$ cat config.mk
export PLATFORM = sky130hd
export DESIGN_NAME = sequenced_ring_buffer_with_aging_top
export DESIGN_NICKNAME = d
export VERILOG_FILES = /design/src/rtl/core/srb_pkg.sv /design/src/rtl/core/srb_mem.sv /design/src/rtl/core/srb_ctrl.sv /design/src/rtl/core/sequenced_ring_buffer_with_aging_top.sv
export SDC_FILE = /design/constraint.sdc
export NUM_CORES = 2
export LEC_CHECK = 0
export BUFFER_PORTS_ARGS = -buffer_cell sky130_fd_sc_hd__buf_4
export CAP_MARGIN = 30
export CORE_ASPECT_RATIO = 0.8
export CORE_MARGIN = 4
export CORE_UTILIZATION = 30
export CTS_CLUSTER_SIZE = 20
export DETAILED_ROUTE_END_ITERATION = 8
export SYNTH_ARGS = -nofsm -noshare
export SYNTH_HDL_FRONTEND = slang
export SYNTH_SLANG_ARGS = --single-unit
$ cat constraint.sdc
create_clock -name clk -period 12.71 [get_ports clk]
set_input_delay 1.271 -clock clk [delete_from_list [all_inputs] [get_ports clk]]
set_output_delay 1.271 -clock clk [all_outputs]
set_load 0.02 [all_outputs]
$ cat src/rtl/core/srb_pkg.sv
`default_nettype none
package srb_pkg;
	localparam int DEPTH = 16;
	localparam int IDX_W = $clog2(DEPTH);
	localparam int CNT_W = $clog2(DEPTH + 1);

	localparam logic [1:0] REQ_ENQ = 2'd0;
	localparam logic [1:0] REQ_FETCH = 2'd1;
	localparam logic [1:0] REQ_CLEAN = 2'd2;
	localparam logic [1:0] REQ_RSVD = 2'd3;

	localparam logic [1:0] ST_OK = 2'd0;
	localparam logic [1:0] ST_NONE = 2'd1;
	localparam logic [1:0] ST_FULL = 2'd2;
	localparam logic [1:0] ST_NEWER = 2'd3;

	localparam logic CFG_QSIZE = 1'b0;
	localparam logic CFG_MAXAGE = 1'b1;

	// one stored entry
	typedef struct packed {
		logic [31:0] seq;
		logic [31:0] stamp;
		logic [15:0] pub;
		logic [31:0] data;
	} entry_t;

	// memory access request from the controller
	typedef struct packed {
		logic we;
		logic [IDX_W-1:0] waddr;
		entry_t wdata;
		logic re;
		logic [IDX_W-1:0] raddr;
	} mem_req_t;
endpackage
`default_nettype wire

$ cat src/rtl/core/srb_mem.sv
`default_nettype none
module srb_mem
	import srb_pkg::*;
(
	input  wire logic clk,
	input  mem_req_t req,
	output entry_t   rdata
);
	entry_t mem_q [DEPTH];

	// single write, single registered read
	always_ff @(posedge clk) begin
		if (req.we) begin
			mem_q[req.waddr] <= req.wdata;
		end
		if (req.re) begin
			rdata <= mem_q[req.raddr];
		end
	end
endmodule
`default_nettype wire

$ cat src/rtl/core/srb_ctrl.sv
`default_nettype none
module srb_ctrl
	import srb_pkg::*;
(
	input  wire logic        clk,
	input  wire logic        arst_n,
	input  wire logic        start,
	output logic             busy,
	input  wire logic        cfg_we,
	input  wire logic        cfg_index,
	input  wire logic [31:0] cfg_data,
	input  wire logic [1:0]  req_type,
	input  wire logic [31:0] now_time,
	input  wire logic [15:0] pub_id,
	input  wire logic [31:0] payload,
	input  wire logic [31:0] last_seq,
	output mem_req_t         mreq,
	input  entry_t           rdata,
	output logic             done,
	output logic [1:0]       status,
	output entry_t           result
);
	typedef enum logic [2:0] {IDLE, FETCH1, FETCH2, CLEAN} state_t;

	state_t state_q;
	logic [4:0] qsize_q;
	logic [31:0] max_age_q;
	logic [IDX_W-1:0] head_q, tail_q, ptr_q;
	logic empty_q;
	logic [31:0] next_seq_q;
	logic [31:0] want_q, now_q;
	logic [CNT_W-1:0] left_q, cnt_q;
	logic rd_vld_q;

	logic [IDX_W-1:0] ring_n, tail_nxt, ptr_nxt, rd_ptr_q;
	logic [CNT_W-1:0] occ;
	logic [4:0] qs_clamp;

	// all removed when scan ran out without a young entry
	function automatic logic [CNT_W-1:0] occ_start(input logic [CNT_W-1:0] c,
	                                                input logic [CNT_W-1:0] l);
		return c + l;
	endfunction

	// ring length clamped to 2..DEPTH
	always_comb begin
		if (qsize_q < 5'd2) qs_clamp = 5'd2;
		else if (qsize_q > 5'(DEPTH)) qs_clamp = 5'(DEPTH);
		else qs_clamp = qsize_q;
		ring_n = IDX_W'(qs_clamp - 5'd1);
	end

	assign tail_nxt = (tail_q == ring_n) ? '0 : tail_q + 1'b1;
	assign ptr_nxt = (ptr_q == ring_n) ? '0 : ptr_q + 1'b1;

	always_comb begin
		if (empty_q) occ = '0;
		else if (head_q <= tail_q) occ = CNT_W'(tail_q - head_q) + 1'b1;
		else occ = CNT_W'(tail_q) + CNT_W'(qs_clamp) - CNT_W'(head_q) + 1'b1;
	end

	// memory port: read at scan pointer, write on enqueue
	always_comb begin
		mreq = '0;
		mreq.raddr = ptr_q;
		mreq.re = (state_q != IDLE) && (left_q != '0);
		if (state_q == IDLE && start && req_type == REQ_ENQ
		    && (empty_q || tail_nxt != head_q)) begin
			mreq.we = 1'b1;
			mreq.waddr = empty_q ? '0 : tail_nxt;
			mreq.wdata = '{seq: next_seq_q, stamp: now_time, pub: pub_id,
			               data: payload};
		end
	end

	assign busy = (state_q != IDLE);

	// sequencer: one slot read per cycle, data checked the cycle after
	always_ff @(posedge clk or negedge arst_n) begin
		if (!arst_n) begin
			state_q <= IDLE;
			qsize_q <= 5'd16;
			max_age_q <= 32'd1000000;
			head_q <= '0;
			tail_q <= '0;
			empty_q <= 1'b1;
			next_seq_q <= 32'd1;
			done <= 1'b0;
			status <= ST_OK;
			result <= '0;
			ptr_q <= '0;
			rd_ptr_q <= '0;
			left_q <= '0;
			cnt_q <= '0;
			rd_vld_q <= 1'b0;
			want_q <= '0;
			now_q <= '0;
		end else begin
			done <= 1'b0;
			if (cfg_we) begin
				unique case (cfg_index)
					CFG_QSIZE: begin
						qsize_q <= cfg_data[4:0];
						head_q <= '0;
						tail_q <= '0;
						empty_q <= 1'b1;
					end
					CFG_MAXAGE: max_age_q <= cfg_data;
					default: ;
				endcase
			end
			rd_vld_q <= mreq.re;
			rd_ptr_q <= ptr_q;
			if (mreq.re) begin
				ptr_q <= ptr_nxt;
				left_q <= left_q - 1'b1;
			end
			unique case (state_q)
				IDLE: if (start) begin
					ptr_q <= head_q;
					left_q <= occ;
					cnt_q <= '0;
					want_q <= last_seq + 32'd1;
					now_q <= now_time;
					case (req_type)
						REQ_ENQ: begin
							done <= 1'b1;
							if (mreq.we) begin
								empty_q <= 1'b0;
								tail_q <= mreq.waddr;
								next_seq_q <= next_seq_q + 32'd1;
								status <= ST_OK;
								result <= mreq.wdata;
							end else begin
								status <= ST_FULL;
								result <= '0;
							end
						end
						REQ_FETCH: begin
							result <= '0;
							state_q <= FETCH1;
						end
						REQ_CLEAN: begin
							result <= '0;
							state_q <= CLEAN;
						end
						default: begin
							done <= 1'b1;
							status <= ST_NONE;
							result <= '0;
						end
					endcase
				end
				FETCH1, FETCH2: begin
					if (rd_vld_q && ((state_q == FETCH1 && rdata.seq == want_q)
					    || (state_q == FETCH2 && rdata.seq > want_q))) begin
						done <= 1'b1;
						status <= (state_q == FETCH1) ? ST_OK : ST_NEWER;
						result <= rdata;
						state_q <= IDLE;
					end else if (!rd_vld_q && left_q == '0 && !mreq.re) begin
						if (state_q == FETCH1 && occ != '0) begin
							state_q <= FETCH2;
							ptr_q <= head_q;
							left_q <= occ;
						end else begin
							done <= 1'b1;
							status <= ST_NONE;
							state_q <= IDLE;
						end
					end
				end
				CLEAN: begin
					if (rd_vld_q && (now_q - rdata.stamp) >= max_age_q) begin
						cnt_q <= cnt_q + 1'b1;
						head_q <= (rd_ptr_q == ring_n) ? '0 : rd_ptr_q + 1'b1;
					end else if (rd_vld_q || left_q == '0) begin
						// first young entry or end of queue
						done <= 1'b1;
						status <= (cnt_q != '0) ? ST_OK : ST_NONE;
						if (cnt_q != '0 && cnt_q == occ_start(cnt_q, left_q)
						    && !rd_vld_q) begin
							head_q <= '0;
							tail_q <= '0;
							empty_q <= 1'b1;
						end
						state_q <= IDLE;
					end
				end
				default: state_q <= IDLE;
			endcase
		end
	end

	// a scan never reads more slots than the ring holds
	property p_left;
		@(posedge clk) disable iff (!arst_n) left_q <= CNT_W'(DEPTH);
	endproperty
	a_left: assert property (p_left) else $error("scan count overflow");

	property p_done_idle;
		@(posedge clk) disable iff (!arst_n) done |-> state_q == IDLE;
	endproperty
	a_done_idle: assert property (p_done_idle) else $error("result while busy");

	property p_empty_ptrs;
		@(posedge clk) disable iff (!arst_n) empty_q |-> head_q == tail_q;
	endproperty
	a_empty_ptrs: assert property (p_empty_ptrs) else $error("empty with pointers apart");
endmodule
`default_nettype wire

$ cat src/rtl/core/sequenced_ring_buffer_with_aging_top.sv
// channel   | ports                                            | timing
// request   | start, busy, req_type, now_time, pub_id, payload, last_seq | start & !busy
// result    | done, status, entry_seq/time/pub_id/payload      | one cycle strobe
// config    | cfg_we, cfg_index, cfg_data                      | any edge with cfg_we
// enqueue and unused codes answer in the cycle after acceptance; cleanup and fetch scan
// the queue from the head, fetch in two passes (exact sequence, then newer), bound by the
// single read port of the slot memory, one slot a cycle.
// reset empties the queue and sets the sequence counter to 1; no memory clear.
// results cannot be stalled; busy is high from acceptance of a fetch or cleanup to its result.
`default_nettype none
module sequenced_ring_buffer_with_aging_top
	import srb_pkg::*;
(
	input  wire logic        clk,
	input  wire logic        arst_n,
	input  wire logic        start,
	output logic             busy,
	input  wire logic        cfg_we,
	input  wire logic        cfg_index,
	input  wire logic [31:0] cfg_data,
	input  wire logic [1:0]  req_type,
	input  wire logic [31:0] now_time,
	input  wire logic [15:0] pub_id,
	input  wire logic [31:0] payload,
	input  wire logic [31:0] last_seq,
	output logic             done,
	output logic [1:0]       status,
	output logic [31:0]      entry_seq,
	output logic [31:0]      entry_time,
	output logic [15:0]      entry_pub_id,
	output logic [31:0]      entry_payload
);
	mem_req_t mreq;
	entry_t rdata, res;

	srb_mem u_mem (.clk(clk), .req(mreq), .rdata(rdata));

	srb_ctrl u_ctrl (
		.clk(clk), .arst_n(arst_n), .start(start), .busy(busy),
		.cfg_we(cfg_we), .cfg_index(cfg_index), .cfg_data(cfg_data),
		.req_type(req_type), .now_time(now_time), .pub_id(pub_id),
		.payload(payload), .last_seq(last_seq), .mreq(mreq), .rdata(rdata),
		.done(done), .status(status), .result(res)
	);

	assign entry_seq = res.seq;
	assign entry_time = res.stamp;
	assign entry_pub_id = res.pub;
	assign entry_payload = res.data;
endmodule
`default_nettype wire

Word-level counts from Yosys, hierarchy flattened
Memories as Yosys holds them, arrays and structs flattened. A register that Yosys moved wholly into a read port is not among the register bits.
Cells that the tools add are included.
- memories: 1
- word-level logic and storage cells: 182
- RAM bits: 1792
- flip-flop bits (word level): 279
- output and inout bits: 116
- bits of input ports: 151
- muxes and demuxes: 82
- reduce and logical (&&, ||, !) cells: 38
- equality and inequality tests: 20
- add/sub/neg operators: 15
- order comparisons: 5
- bitwise gates (word level): 1
- memories (name ; depth ; width ; read ports ; clocked after Yosys merged registers in ; wr ports ; line ; text):
    u_mem.mem_q ; 16 ; 112 ; 1 ; 1 ; 1 ; srb_mem.sv:9 ; entry_t mem_q [DEPTH];
- operator list (cell ; number):
    $mux W112 ; 4
    $pmux W112 S2 ; 1
    $mux W117 ; 1
    $mux W4 ; 23
    $add A32 B1 Y32 const B ; 2
    $mux W5 ; 11
    $eq A32 B32 Y1 ; 1
    $ge A32 B32 Y1 ; 1
    $gt A32 B32 Y1 ; 1
    $sub A32 B32 Y32 ; 1
    $pmux W5 S2 ; 2
    $mux W1 ; 18
    $mux W2 ; 9
    $pmux W4 S2 ; 2
    $add A5 B1 Y5 const B ; 3
    $mux W3 ; 5
    $reduce_bool A5 Y1 ; 3
    $logic_and A1 B1 Y1 ; 13
    $add A4 B1 Y4 const B ; 3
    $eq A4 B4 Y1 ; 3
    $pmux W3 S3 ; 1
    $reduce_and A7 Y1 ; 1
    $eq A3 B2 Y1 const B ; 2
    $ne A2 B1 Y1 const B ; 3
    36 further kinds ; 47

Logic depth before layout (Yosys ltp)
- depth after elaboration: 14
- depth in mapped cells: 23
- mapped depth without buffers: 23

Cells and area by module
From an unflattened synthesis, not the netlist that was laid out.
- cell total of the unflattened synthesis: 4906
- area total of the unflattened synthesis: 88333.5 µm²
- by module, submodules not included (module ; area each (µm²) ; cells each ; times used ; sequential area each (µm²)):
    srb_mem ; 70291.2 ; 2864 ; 1 ; 57174.8
    srb_ctrl ; 18042.3 ; 2042 ; 1 ; 6969.2

Worst setup path after synthesis
OpenSTA, ideal clock, no wires.
- path kind: register to register
- from: reg u_ctrl.qsize_q[4]
- to: mem u_mem.mem_q[0][0] in the netlist's numbering, enable pin
- arrival time: 7.760 ns
- required time: 12.090 ns
- clock period less this slack: 8.380 ns
- cell stages (with the launch flop): 14
- library setup time: 0.620 ns
- setup slack: 4.330 ns
- path buffers: 2
- cell sequence: dfstp_2 > nand2b_1 > nor2_1 > inv_1 > ha_1 > xnor3_1 > o211ai_1 > or2_1 > o211ai_1 > nand3_1 > nand2b_1 > buf_6 > buf_2 > a21oi_1
- cells in the longest elaborated chain, start to end: 12
- elaborated cells on any way between the ends: 14
- those cells by class: add/sub: 1; order compare: 2; eq/ne: 2; mux: 7; reduce/logical: 2
- RTL lines (element ; line ; text):
    from (decl) ; srb_ctrl.sv:26 ; logic [4:0] qsize_q;
    from (signal assigned) ; srb_ctrl.sv:103 ; qsize_q <= cfg_data[4:0];
    $gt A5 B5 Y1 ; srb_ctrl.sv:48 ; else if (qsize_q > 5'(DEPTH)) qs_clamp = 5'(DEPTH);
    $mux W5 ; srb_ctrl.sv:48 ;
    $mux W5 (*) ; srb_ctrl.sv:47 ; if (qsize_q < 5'd2) qs_clamp = 5'd2;
    $sub A4 B1 Y4 (*) ; srb_ctrl.sv:50 ; ring_n = IDX_W'(qs_clamp - 5'd1);
    $eq A4 B4 Y1 (*) ; srb_ctrl.sv:53 ; assign tail_nxt = (tail_q == ring_n) ? '0 : tail_q + 1'b1;
    $mux W4 (*) ; srb_ctrl.sv:53 ;
    $ne A4 B4 Y1 ; srb_ctrl.sv:68 ; && (empty_q || tail_nxt != head_q)) begin
    $logic_or A1 B1 Y1 ; srb_ctrl.sv:68 ;
    $logic_and A1 B1 Y1 ; srb_ctrl.sv:68 ;
    $mux W117 (*) ; srb_ctrl.sv:67 ; if (state_q == IDLE && start && req_type == REQ_ENQ
    $mux W1 ; srb_mem.sv:13 ; if (req.we) begin
    $mux W1 (not written as such) ; srb_mem.sv:14 ; mem_q[req.waddr] <= req.wdata;
    to (decl) ; srb_mem.sv:9 ;
Every way passes the cells marked *; elsewhere a longest branch is shown, timed or not.

Worst setup path in the final report
- from: reg u_ctrl.now_q[0]
- to: reg u_ctrl.status[0]
- cells in the longest elaborated chain, start to end: 5
- RTL lines (element ; line ; text):
    from (decl) ; srb_ctrl.sv:31 ; logic [31:0] want_q, now_q;
    from (signal assigned) ; srb_ctrl.sv:124 ; now_q <= now_time;
    $sub A32 B32 Y32 ; srb_ctrl.sv:174 ; if (rd_vld_q && (now_q - rdata.stamp) >= max_age_q) begin
    $ge A32 B32 Y1 ; srb_ctrl.sv:174 ;
    $logic_and A1 B1 Y1 ; srb_ctrl.sv:174 ;
    $ne A2 B2 Y1 (no source line) ; - ;
    $reduce_and A7 Y1 (no source line) ; - ;
    to (signal assigned) ; srb_ctrl.sv:158 ; status <= (state_q == FETCH1) ? ST_OK : ST_NEWER;
    to (signal assigned) ; srb_ctrl.sv:180 ; status <= (cnt_q != '0) ? ST_OK : ST_NONE;
    to (decl) ; srb_ctrl.sv:20 ; output logic [1:0] status,
Every way passes these cells.
A chain may end at the register's enable or synchronous reset.

==> results.json <==
{
  "via_count": 45157,
  "reg2reg_depth": 23,
  "clockRootBuffer": "sky130_fd_sc_hd__clkbuf_16",
  "hp-class": "input port to asynchronous set/reset pin",
  "avgSynthCellArea_um2": 19.5,
  "cts_setup_buffers": 0,
  "nets": 5166,
  "finalCriticalPeriod_ns": 6.21,
  "fmax_mhz": 161,
  "fin_cells": 8905,
  "layout-drive-gt1-share_pct": 26.6,
  "critical_path_class": "flop to flop",
  "cts_tree": "done",
  "grt_max_degree": 134,
  "p_per_area_nw_per_um2": 204,
  "design.die.area_um2": 303000,
  "relSlewSlack_pct": 23.5,
  "netlist_area_um2": 88200,
  "grt_pass1_wl_mm": 338,
  "ys_warn_count": 0,
  "dpl_worst_slack_ns": 6.63,
  "grt_setup_unrepaired": "false",
  "required_ns": 13.45,
  "yosys.cell_types.count": 82,
  "clkTransAtPathRegs_ns": 0.07,
  "hold_buffers": 0,
  "port-buffer-count": 266,
  "first_global_vias": 45696,
  "drc": 0,
  "initial_antenna_violation_count": 43,
  "grt_use_total_pct": 15.1,
  "std_cell_rows": 177,
  "clk-insertion-delay-late_ns": 0.88,
  "route.final.wire_length_mm": 235,
  "fin_worst_skew_ns": 0.0730,
  "setup_viol": 0,
  "dp.final_hpwl_mm": 137,
  "ctsHtreeMaxLevel": 4,
  "die_width_um": 614,
  "fillers": 26869,
  "synth_most_common_cell": "sky130_fd_sc_hd__edfxtp_1",
  "grt_total_ovfl": 0,
  "hold_viol_final": 0,
  "first_pass_iters": 5,
  "count_of_flip_flops_with_a_built_in_enable_after_synthesis": 1904,
  "cap_viol_max_count": 0,
  "flow.area_growth_from_synthesis_pct": 16.3,
  "area.sequential_um2": 64200,
  "synth_common_cells": "sky130_fd_sc_hd__edfxtp_1 (1,904), sky130_fd_sc_hd__mux4_2 (560), sky130_fd_sc_hd__dfrtp_1 (268), sky130_fd_sc_hd__nand2_1 (227), sky130_fd_sc_hd__inv_1 (145)",
  "multi_input_comb_area_um2": 22800,
  "setup.worst_path.start_class": "flop",
  "synthesis.instances": 4522,
  "postSynthRegisterBits": 2182,
  "drtAntennaViolNets": 0,
  "io_pins": 267,
  "ys.flop_type": "sky130_fd_sc_hd__edfxtp_1",
  "timing.final.max_slew_violations": 0,
  "worst-slew-pin-transition_ns": 1.13,
  "yosysTopAreaCell": "sky130_fd_sc_hd__edfxtp_1",
  "synth.net_count": 4811,
  "p_leak_uw": 0.0347,
  "start_util_pct": 30.3,
  "setup_ws_ns": 6.50,
  "min_period_over_period_pct": 48.8,
  "number_of_clock_buffers_inserted_by_tritoncts": 219,
  "via_per_inst": 5.07,
  "numPlacedInstances": 8502,
  "clockBufferDepth": 4,
  "synth_seq_area_share_pct": 72.7,
  "async_reset_ff_share_pct": 12.7,
  "route.detailed.wl_per_inst_um": 26.4,
  "tritoncts_num_sinks": 2182,
  "yosysTopAreaCellShare_pct": 64.8,
  "r2r_end": "u_ctrl.status[0]",
  "die_y_um": 493,
  "regToRegSetupSlack_ns": 6.50,
  "design.core.area_um2": 292000,
  "place.gp.congestion": 0.811,
  "end_kind": "flop",
  "run_status": "complete, no violations",
  "ir_worst_vdd_mv": 0.130,
  "totalNegativeSetupSlack_ns": 0,
  "synthTopCellsByArea": "sky130_fd_sc_hd__edfxtp_1 (65%), sky130_fd_sc_hd__mux4_2 (14%), sky130_fd_sc_hd__dfrtp_1 (7.6%)",
  "critical_path.reg2reg.startpoint": "u_ctrl.now_q[0]",
  "critical_path.max_fanout": 5,
  "cp.arrival_ns": 6.95,
  "dr_iter_0_viols": 4271,
  "post_cts_gate_resize_count": 0
}
placed cells by master, fill, tap and decap left out, types with 12 or more instances in the layout:
| master | instances |
|---|---|
| sky130_fd_sc_hd__a21o_1 | 30 |
| sky130_fd_sc_hd__nor3_1 | 64 |
| sky130_fd_sc_hd__xnor2_1 | 54 |
| sky130_fd_sc_hd__and3_1 | 14 |
| sky130_fd_sc_hd__clkbuf_1 | 47 |
| sky130_fd_sc_hd__clkinv_2 | 29 |
| sky130_fd_sc_hd__nor2_4 | 15 |
| sky130_fd_sc_hd__mux2_2 | 67 |
| sky130_fd_sc_hd__bufinv_16 | 32 |
| sky130_fd_sc_hd__nand3_1 | 45 |
| sky130_fd_sc_hd__edfxtp_1 | 1904 |
| sky130_fd_sc_hd__inv_1 | 144 |
| sky130_fd_sc_hd__dfrtp_1 | 264 |
| sky130_fd_sc_hd__nor2_1 | 85 |
| sky130_fd_sc_hd__a21oi_1 | 59 |
| sky130_fd_sc_hd__nand2_1 | 226 |
| sky130_fd_sc_hd__xor2_1 | 60 |
| sky130_fd_sc_hd__nand4_1 | 31 |
| sky130_fd_sc_hd__mux4_2 | 560 |
| sky130_fd_sc_hd__nor4_1 | 12 |
| sky130_fd_sc_hd__o211ai_1 | 12 |
| sky130_fd_sc_hd__nand2b_1 | 12 |
| sky130_fd_sc_hd__buf_4 | 320 |
| sky130_fd_sc_hd__a221o_1 | 64 |
| sky130_fd_sc_hd__and2_1 | 113 |
| sky130_fd_sc_hd__o21ai_0 | 114 |
| sky130_fd_sc_hd__clkbuf_16 | 221 |
| sky130_fd_sc_hd__nor2b_1 | 12 |
| sky130_fd_sc_hd__buf_12 | 13 |
| sky130_fd_sc_hd__ha_1 | 130 |
| sky130_fd_sc_hd__mux2i_1 | 55 |
| sky130_fd_sc_hd__clkinv_1 | 32 |
routing by layer:
| layer | track usage, % | vias up | part of all wire [%] |
|---|---|---|---|
| met5 | 0 | - | 0.054 |
| met4 | 3.15 | 22 | 1.9 |
| met3 | 2.92 | 304 | 6.6 |
| met2 | 24.0 | 1519 | 47 |
| met1 | 21.8 | 24330 | 45 |
| li1 | - | 18982 | - |
stage by stage:
step	util, %	hold WS [ns]	total power (uW)	area [um^2]
after floorplan	-	0.352	12600	88200
after global placement	32.6	0.469	14400	95000
after detailed placement	32.7	0.475	14500	95300
after CTS	35.2	0.365	21200	103000
after global routing	35.2	0.382	22000	103000
final	35.2	0.367	21000	103000
registers in the layout, indices dropped and copies added, names as in the netlist, 5 cells and up:
name and cells:
u_mem.mem_q 1792, u_ctrl.result 112, u_mem.rdata 112, u_ctrl.max_age_q 32, u_ctrl.next_seq_q 32, u_ctrl.now_q 32
u_ctrl.want_q 32, u_ctrl.cnt_q 5, u_ctrl.left_q 5, u_ctrl.qsize_q 5
critical path: stages (launching register included):
cell                       delay [ns]
sky130_fd_sc_hd__dfrtp_1         0.39
sky130_fd_sc_hd__inv_1           0.07
sky130_fd_sc_hd__ha_1            0.18
sky130_fd_sc_hd__inv_1           0.07
sky130_fd_sc_hd__fa_1            0.42
sky130_fd_sc_hd__a211oi_1        0.24
sky130_fd_sc_hd__o21bai_1        0.15
sky130_fd_sc_hd__o41ai_1         0.93
sky130_fd_sc_hd__a311oi_1        0.21
sky130_fd_sc_hd__o31a_1          0.36
sky130_fd_sc_hd__o21a_1          0.17
sky130_fd_sc_hd__o21a_1          0.18
sky130_fd_sc_hd__o41a_1          0.33
sky130_fd_sc_hd__xor2_1          0.15
sky130_fd_sc_hd__ha_1            0.19
sky130_fd_sc_hd__a21o_1          0.15
sky130_fd_sc_hd__a21o_1          0.17
sky130_fd_sc_hd__a221oi_1        0.29
sky130_fd_sc_hd__o21ai_0         0.15
sky130_fd_sc_hd__nand2_1         0.09
sky130_fd_sc_hd__a31oi_1         0.12
sky130_fd_sc_hd__o211a_1         0.38
sky130_fd_sc_hd__nor3_1          0.33
sky130_fd_sc_hd__mux2_2          0.37
power breakdown:
group / leakage (uW) / switching, uW / internal (uW)
Combinational: 0.00992 / 3220 / 2390
Sequential: 0.0212 / 333 / 8380
Clock: 0.00357 / 2730 / 3900
how the worst max path moves through the flow:
stage	start	endpoint	slack, ns	cells past startpoint
after floorplan	u_ctrl.qsize_q[4]	u_mem.mem_q[0][0]	4.33	13
after global placement	u_ctrl.now_q[0]	u_ctrl.status[0]	6.61	23
after detailed placement	u_ctrl.now_q[0]	u_ctrl.status[0]	6.63	23
after CTS	u_ctrl.now_q[0]	u_ctrl.status[0]	6.61	23
after global routing	u_ctrl.now_q[0]	u_ctrl.status[0]	6.26	23
final	u_ctrl.now_q[0]	u_ctrl.status[0]	6.50	23
kinds of logic (layout without fill, tap and decap cells):
| logic type | after synthesis | after routing | synth area share, % |
|---|---|---|---|
| AO/OA/AOI/OAI | 380 | 380 | 2.99 |
| XOR/XNOR | 115 | 115 | 1.16 |
| adder cells (fa/ha/maj) | 138 | 138 | 2.02 |
| buffers and inverters | 356 | 886 | 1.62 |
| flip-flops | 2182 | 2182 | 72.7 |
| multiplexers | 683 | 683 | 15.8 |
| other | 0 | 5 | 0 |
| AND/OR/NAND/NOR | 668 | 668 | 3.74 |
final cells by class:
type,instances,share of cell area [%]
inverters,146,0.544
clock inverters,119,1.47
repair buffers,344,2.88
well taps,3848,4.69
multi-input cells,1984,22.2
flip-flops and latches,2182,62.5
clock buffers,277,5.68
diodes,5,0.0122
(Power assumes the default switching activity.)
